`src/hdl/imhq_pkg.sv`:
```
`default_nettype none
package imhq_pkg;

  // Fixed field widths of the ports
  localparam int unsigned NODE_W  = 10;
  localparam int unsigned KEYIN_W = 32;
  localparam int unsigned STAT_W  = 3;

  // Operation codes
  localparam logic [1:0] OP_INSERT   = 2'd0;
  localparam logic [1:0] OP_EXTRACT  = 2'd1;
  localparam logic [1:0] OP_CHANGE   = 2'd2;
  localparam logic [1:0] OP_CONTAINS = 2'd3;

  // Status codes
  localparam logic [STAT_W-1:0] ST_OK     = 3'd0;
  localparam logic [STAT_W-1:0] ST_EMPTY  = 3'd1;
  localparam logic [STAT_W-1:0] ST_FULL   = 3'd2;
  localparam logic [STAT_W-1:0] ST_DUP    = 3'd3;
  localparam logic [STAT_W-1:0] ST_ABSENT = 3'd4;

  // Heap read address selects
  localparam logic [2:0] HA_ROOT   = 3'd0;
  localparam logic [2:0] HA_LAST   = 3'd1;
  localparam logic [2:0] HA_PARENT = 3'd2;
  localparam logic [2:0] HA_LEFT   = 3'd3;
  localparam logic [2:0] HA_RIGHT  = 3'd4;

  // Controller to datapath commands
  typedef struct packed {
    logic              load;
    logic [2:0]        hsel;
    logic              cur_in;
    logic              cur_rd;
    logic              res_rd;
    logic              idx_cnt;
    logic              idx_slot;
    logic              idx_zero;
    logic              cnt_inc;
    logic              cnt_dec;
    logic              flag_wr;
    logic              flag_val;
    logic              flag_res;
    logic              up_move;
    logic              dn_move;
    logic              place;
    logic              cand_clr;
    logic              cand_try_l;
    logic              cand_try_r;
    logic              clr_step;
    logic              st_set;
    logic [STAT_W-1:0] st;
    logic              out_load;
  } dp_cmd_t;

  // Datapath to controller status
  typedef struct packed {
    logic [1:0] op;
    logic       node_ok;
    logic       full;
    logic       empty;
    logic       flag;
    logic       i_zero;
    logic       up_swap;
    logic       l_in;
    logic       r_in;
    logic       cand_set;
    logic       clr_last;
    logic       out_busy;
  } dp_stat_t;

endpackage
`default_nettype wire

```
`src/hdl/imhq_ctrl.sv`:
```
`default_nettype none
module imhq_ctrl (
  input  wire logic               clk_i,
  input  wire logic               rst_ni,
  input  wire logic               in_valid_i,
  output logic                    in_ready_o,
  input  wire imhq_pkg::dp_stat_t stat_i,
  output imhq_pkg::dp_cmd_t       cmd_o
);
  import imhq_pkg::*;

  localparam logic [3:0] S_CLR  = 4'd0;
  localparam logic [3:0] S_IDLE = 4'd1;
  localparam logic [3:0] S_DEC  = 4'd2;
  localparam logic [3:0] S_CHK  = 4'd3;
  localparam logic [3:0] S_EXL  = 4'd4;
  localparam logic [3:0] S_UP   = 4'd5;
  localparam logic [3:0] S_UPC  = 4'd6;
  localparam logic [3:0] S_DNL  = 4'd7;
  localparam logic [3:0] S_DNR  = 4'd8;
  localparam logic [3:0] S_DNC  = 4'd9;
  localparam logic [3:0] S_DNM  = 4'd10;
  localparam logic [3:0] S_FIN  = 4'd11;

  logic [3:0] state_q, state_d;

  assign in_ready_o = (state_q == S_IDLE);

  always_comb begin
    state_d = state_q;
    cmd_o   = '0;
    unique case (state_q)
      // Clear queued flags after reset
      S_CLR: begin
        cmd_o.clr_step = 1'b1;
        if (stat_i.clr_last) begin
          state_d = S_IDLE;
        end
      end
      S_IDLE: begin
        if (in_valid_i) begin
          cmd_o.load = 1'b1;
          state_d    = S_DEC;
        end
      end
      // Flag, slot and root reads in flight
      S_DEC: begin
        state_d = S_CHK;
      end
      S_CHK: begin
        state_d      = S_FIN;
        cmd_o.st_set = 1'b1;
        cmd_o.st     = ST_OK;
        case (stat_i.op)
          OP_INSERT: begin
            if (!stat_i.node_ok || stat_i.full) begin
              cmd_o.st = ST_FULL;
            end else if (stat_i.flag) begin
              cmd_o.st = ST_DUP;
            end else begin
              cmd_o.cur_in   = 1'b1;
              cmd_o.idx_cnt  = 1'b1;
              cmd_o.cnt_inc  = 1'b1;
              cmd_o.flag_wr  = 1'b1;
              cmd_o.flag_val = 1'b1;
              state_d        = S_UP;
            end
          end
          OP_EXTRACT: begin
            if (stat_i.empty) begin
              cmd_o.st = ST_EMPTY;
            end else begin
              cmd_o.res_rd   = 1'b1;
              cmd_o.flag_wr  = 1'b1;
              cmd_o.flag_res = 1'b1;
              cmd_o.hsel     = HA_LAST;
              cmd_o.cnt_dec  = 1'b1;
              state_d        = S_EXL;
            end
          end
          OP_CHANGE: begin
            if (!stat_i.node_ok || !stat_i.flag) begin
              cmd_o.st = ST_ABSENT;
            end else begin
              cmd_o.cur_in   = 1'b1;
              cmd_o.idx_slot = 1'b1;
              state_d        = S_UP;
            end
          end
          default: begin
          end
        endcase
      end
      // Last entry moves to the root
      S_EXL: begin
        cmd_o.cur_rd   = 1'b1;
        cmd_o.idx_zero = 1'b1;
        state_d        = stat_i.empty ? S_FIN : S_DNL;
      end
      S_UP: begin
        if (stat_i.i_zero) begin
          cmd_o.place = 1'b1;
          state_d     = S_FIN;
        end else begin
          cmd_o.hsel = HA_PARENT;
          state_d    = S_UPC;
        end
      end
      S_UPC: begin
        if (stat_i.up_swap) begin
          cmd_o.up_move = 1'b1;
          state_d       = S_UP;
        end else begin
          cmd_o.place = 1'b1;
          state_d     = S_FIN;
        end
      end
      S_DNL: begin
        if (!stat_i.l_in) begin
          cmd_o.place = 1'b1;
          state_d     = S_FIN;
        end else begin
          cmd_o.hsel     = HA_LEFT;
          cmd_o.cand_clr = 1'b1;
          state_d        = S_DNR;
        end
      end
      S_DNR: begin
        cmd_o.cand_try_l = 1'b1;
        if (stat_i.r_in) begin
          cmd_o.hsel = HA_RIGHT;
          state_d    = S_DNC;
        end else begin
          state_d = S_DNM;
        end
      end
      S_DNC: begin
        cmd_o.cand_try_r = 1'b1;
        state_d          = S_DNM;
      end
      S_DNM: begin
        if (stat_i.cand_set) begin
          cmd_o.dn_move = 1'b1;
          state_d       = S_DNL;
        end else begin
          cmd_o.place = 1'b1;
          state_d     = S_FIN;
        end
      end
      // Hand the result to the output register
      S_FIN: begin
        if (!stat_i.out_busy) begin
          cmd_o.out_load = 1'b1;
          state_d        = S_IDLE;
        end
      end
      default: begin
        state_d = S_IDLE;
      end
    endcase
  end

  always_ff @(posedge clk_i or negedge rst_ni) begin
    if (!rst_ni) begin
      state_q <= S_CLR;
    end else begin
      state_q <= state_d;
    end
  end

endmodule
`default_nettype wire

```
`config.mk`:
```
export PLATFORM = sky130hd
export DESIGN_NAME = imhq_ctrl
export DESIGN_NICKNAME = d
export VERILOG_FILES = /design/src/hdl/imhq_pkg.sv /design/src/hdl/imhq_ctrl.sv
export SDC_FILE = /design/constraint.sdc
export NUM_CORES = 1
export LEC_CHECK = 0
export BUFFER_PORTS_ARGS = -buffer_cell sky130_fd_sc_hd__buf_2
export CORE_MARGIN = 1.5
export CORE_UTILIZATION = 45
export DETAILED_ROUTE_END_ITERATION = 12
export HOLD_SLACK_MARGIN = 0.1
export PLACE_DENSITY = 0.93
export SYNTH_ARGS = -nofsm -noshare
export SYNTH_HDL_FRONTEND = slang
export SYNTH_SLANG_ARGS = --single-unit
```
`constraint.sdc`:
```
create_clock -name clk_i -period 2.2 [get_ports clk_i]
set_input_delay 0 -clock clk_i [delete_from_list [all_inputs] [get_ports clk_i]]
set_output_delay 0 -clock clk_i [all_outputs]
set_load 0.01 [all_outputs]
```
# Yosys cells after proc, flatten, opt, wreduce, memory -nomap -nowiden
# Index checks and enable logic that the tools add are counted.
[word_totals] regBits=4 in_bits=16 out_inout_bits=28 wordCells=87
[classes] n_eq_ne=16 n_mux=63 reduce_logical=7
[op_table] op="4-bit two-way mux" count=12
[op_table] op="4-bit one-hot mux with 12 select lines" count=1
[op_table] op="1-bit two-way mux" count=31
[op_table] op="2-bit two-way mux" count=9
[op_table] op="4-bit by 3-bit == test with 1-bit output, second input constant" count=4
[op_table] op="4-bit == test, second input constant" count=4
[op_table] op="3-bit one-hot mux with 4 select lines" count=1
[op_table] op="4-bit one-hot mux with 3 select lines" count=1
[op_table] op="3-bit two-way mux" count=3
[op_table] op="3-bit one-hot mux with 3 select lines" count=1
[op_table] op="4-bit by 2-bit == test with 1-bit output, second input constant" count=2
[op_table] op="2-bit != test, second input constant" count=3
[op_table] op="5-bit two-way mux" count=1
[op_table] op="4-bit by 1-bit == test with 1-bit output, second input constant" count=1
[op_table] op="4-bit zero test" count=1
[op_table] op="1-bit one-hot mux with 2 select lines" count=2
[op_table] op="1-bit one-hot mux with 4 select lines" count=1
[op_table] op="3-bit AND reduction" count=1
[op_table] op="2-bit by 1-bit == test with 1-bit output, second input constant" count=1
[op_table] op="2-bit == test, second input constant" count=1
[op_table] op="1-bit zero test" count=2
[op_table] op="2-bit zero test" count=1
[op_table] op="1-bit logical OR" count=2

# Logic depth before layout (Yosys ltp)
[depth] word_depth=5 ltp_mapped=6 mapped_depth_nobuf=5

# Least setup slack after synthesis
# No wires, ideal clock.
[synth_timing] kind="reg-to-output" from="reg state_q[2]" to="out cmd_o[16] in the netlist's numbering" arrival_ps=1562 required_time_ps=2200 path_slack_ps=638 stages_incl_launch_ff=7 path_buffers=1 path_cell_list="dfrtp_1 > nor2_1 > nand3_1 > inv_1 > nand2b_1 > nor3_1 > buf_4"
[synth_rtl] element="start, declared" line="imhq_ctrl.sv:25" text="logic [3:0] state_q, state_d;"
[synth_rtl] element="start signal, assigned" line="imhq_ctrl.sv:167" text="state_q <= state_d;"
[synth_rtl] element="end, declared" line="imhq_ctrl.sv:8" text="output imhq_pkg::dp_cmd_t cmd_o"

==> reports/results.tsv <==
metric	value	unit
status	completed	
die span in x	42.0	microns
drt drc	0	
die outline height	42.0	microns
final critical-path share of the clock period	0.855	
first-pass GRT wire length	3640	microns
Min-Delay Endpoint	state_q[1]	
critical path class	reg -> out	
library cells used by synthesis	36	
WL met3	216	microns
antenna violations before repair	0	
Setup Skew	0.0104	ns
gr usage total	0.261	
max reg flops	4	
RR Startpoint	state_q[0]	
DRT antenna net count	0	
n_diodes	0	
CP peak stage delay	0.51	ns
clock-pin slew on the worst setup and hold paths	0.03	ns
reg2reg end	state_q[0]	
Worst setup EP type	output pin	
Post-DP HPWL	1660	microns
ys flop type	dfrtp_1	
final slew viol count	0	
CP Launch Type	register	
Vias	946	
nets	164	
maximum vdd drop	0.739	mV
grt total ovfl	0	
First-pass DRT Iterations	4	
register area share after synthesis	0.146	
Top Metal Used	met3	
CP Max Fanout	14	
global placement routability congestion	0.869	
FF-to-FF path depth	4	
Syn. warnings	0	
Max-cap violations	0	
full die area	0.00177	sq mm
cell count after synthesis	107	
Seq cells post-synth	4	
Initial Utilization	0.502	
M1 wire length	832	microns
FF-to-FF setup slack	0.57	ns
Synthesized Nets	123	
Vias/cell	5.88	
most frequent cells after synthesis	15 x nor2_1, 13 x nor3_1, 9 x nand2_1	
synth-to-layout area growth	33.4	%
Synth top area share	0.146	
Hold Path Depth	4	
Slowest cell on crit path	dfrtp_1	
CTS max path bufs	2	
# clock sinks	4	
largest net degree at the start of global routing	17	
met2 routed WL	1090	microns
placed cell count	154	
required time worst endpoint	2.20	ns
origin of the worst min-delay path	stat_i[5]	
vias in the first global route	855	
Fmax achieved	0.531	GHz
Max-slew headroom	0.694	
setup violators final	0	
TritonCTS clock tree	yes	
Iteration-0 DRC Markers	43	
Hold Fails Final Rpt	0	
Post-synth EDFFs	0	
setup TNS	0	ns
RSZ-0062 raised after global routing	false	
Avg WL per Cell	13.3	microns
Final Critical Period	1.88	ns
row count	13	
core area	0.00137	sq mm
share of layout cells above drive strength 1	0.342	
Mean Syn Cell Area	6.41	sq um
Largest regs	state_q (4)	
Slew @ Worst Pin	0.459	ns
post-route insts no fill	161	
fill cell count	129	
H-tree levels	1	
min-delay worst type	in -> reg	
root buffer cell	clkbuf_4	
hold_ws	0.165	ns
total CTS buffers	3	
# IOs	44	
final wirelength	2140	microns
most flop-heavy register	state_q	
Yosys top cell by area	dfrtp_1	
Post-Route Utilization	0.669	
Clock Latency Late Sink	0.24	ns
Post-Syn Area	686	sq um
largest cells by area after synthesis	dfrtp_1 15%, nor3_1 9.5%, nor2_1 8.2%	
sequence of cells on the critical path	nor2_1 -> nand3_1 -> inv_1 -> nand2b_1 -> nor3_1 -> buf_2	
fraction of registers with async set/reset	1.00	
power per cell area	1040	mW/mm^2
count leader, synth	nor2_1	
Critical Path AT	1.88	ns
Buffers on Ports	43	
Leakage	0.488	nW
## where the power goes
part           switching (W)  internal [W]  leakage [nW]   total, W
clock              0.0000329     0.0000612        0.0138  0.0000941
combinational       0.000365      0.000272         0.425   0.000637
sequential          0.000114      0.000108        0.0487   0.000222
total               0.000512      0.000441         0.488   0.000953
## how the worst max path moves through the flow
stage,start,end,slack [ns],cells after the start
after floorplan,state_q[2],cmd_o[16],0.64,6
after global placement,state_q[2],cmd_o[16],0.69,6
after detailed placement,state_q[2],cmd_o[19],0.61,6
after CTS,state_q[2],cmd_o[19],0.35,6
after global routing,state_q[0],cmd_o[19],0.13,5
final,state_q[2],cmd_o[19],0.32,6
## kinds of logic (layout without fill, tap and decap cells)
| group | Yosys count | after routing | synth area share |
|---|---|---|---|
| AND/OR/NAND/NOR | 59 | 59 | 0.436 |
| flip-flops | 4 | 4 | 0.146 |
| multiplexers | 2 | 2 | 0.0310 |
| buffers and inverters | 17 | 56 | 0.137 |
| AO/OA/AOI/OAI | 25 | 25 | 0.250 |
## worst max-delay path: cells and delay by family (launching register included)
family,cells,cell delay (ns)
buffers and inverters,2,0.34
flip-flops,1,0.51
AND/OR/NAND/NOR,4,0.79
## final cells by class
class | instances | area, sq um | share of cell area
clock buffers | 3 | 22.5 | 0.0246
inverters | 5 | 18.8 | 0.0205
multi-input cells | 86 | 492 | 0.538
flip-flops and latches | 4 | 100 | 0.109
well taps | 15 | 18.8 | 0.0205
repair buffers | 48 | 263 | 0.287
## cells in the final DEF (no fill, tap or decap), types with 2 or more instances in the layout
cell            n
nand2_1         9
dfrtp_1         4
nand3b_1        2
a21oi_1         7
dlygate4sd3_1   4
nor2_1         15
o21ai_0         3
nor3_1         13
nand2b_1        5
o22ai_1         2
a31oi_1         2
clkbuf_4        3
nand3_1         6
nor2b_1         2
inv_1           5
o21a_1          2
buf_2          43
## routing by layer
layer / GRT usage / vias to the layer above
li1: - / 461
met1: 0.298 / 421
met2: 0.488 / 64
met3: 0.0819 / 0
met4: 0.0313 / 0
met5: 0 / -
## metrics by stage
stage | setup slack, ns | power [W] | area [sq um]
final | 0.318 | 0.000953 | 915
after global routing | 0.132 | 0.00105 | 915
after detailed placement | 0.610 | 0.000835 | 852
after global placement | 0.686 | 0.000814 | 852
after floorplan | 0.638 | 0.000666 | 686
after CTS | 0.354 | 0.000944 | 915
## repair_timing
| item | 4_1_cts | 5_1_grt |
|---|---|---|
| hold buffers | 4 | 0 |
| hold endpoints to repair | 6 | 0 |
| setup buffers | 0 | 0 |
| resized for setup | 0 | 0 |
Note: power is estimated with default switching activity, not from simulation.
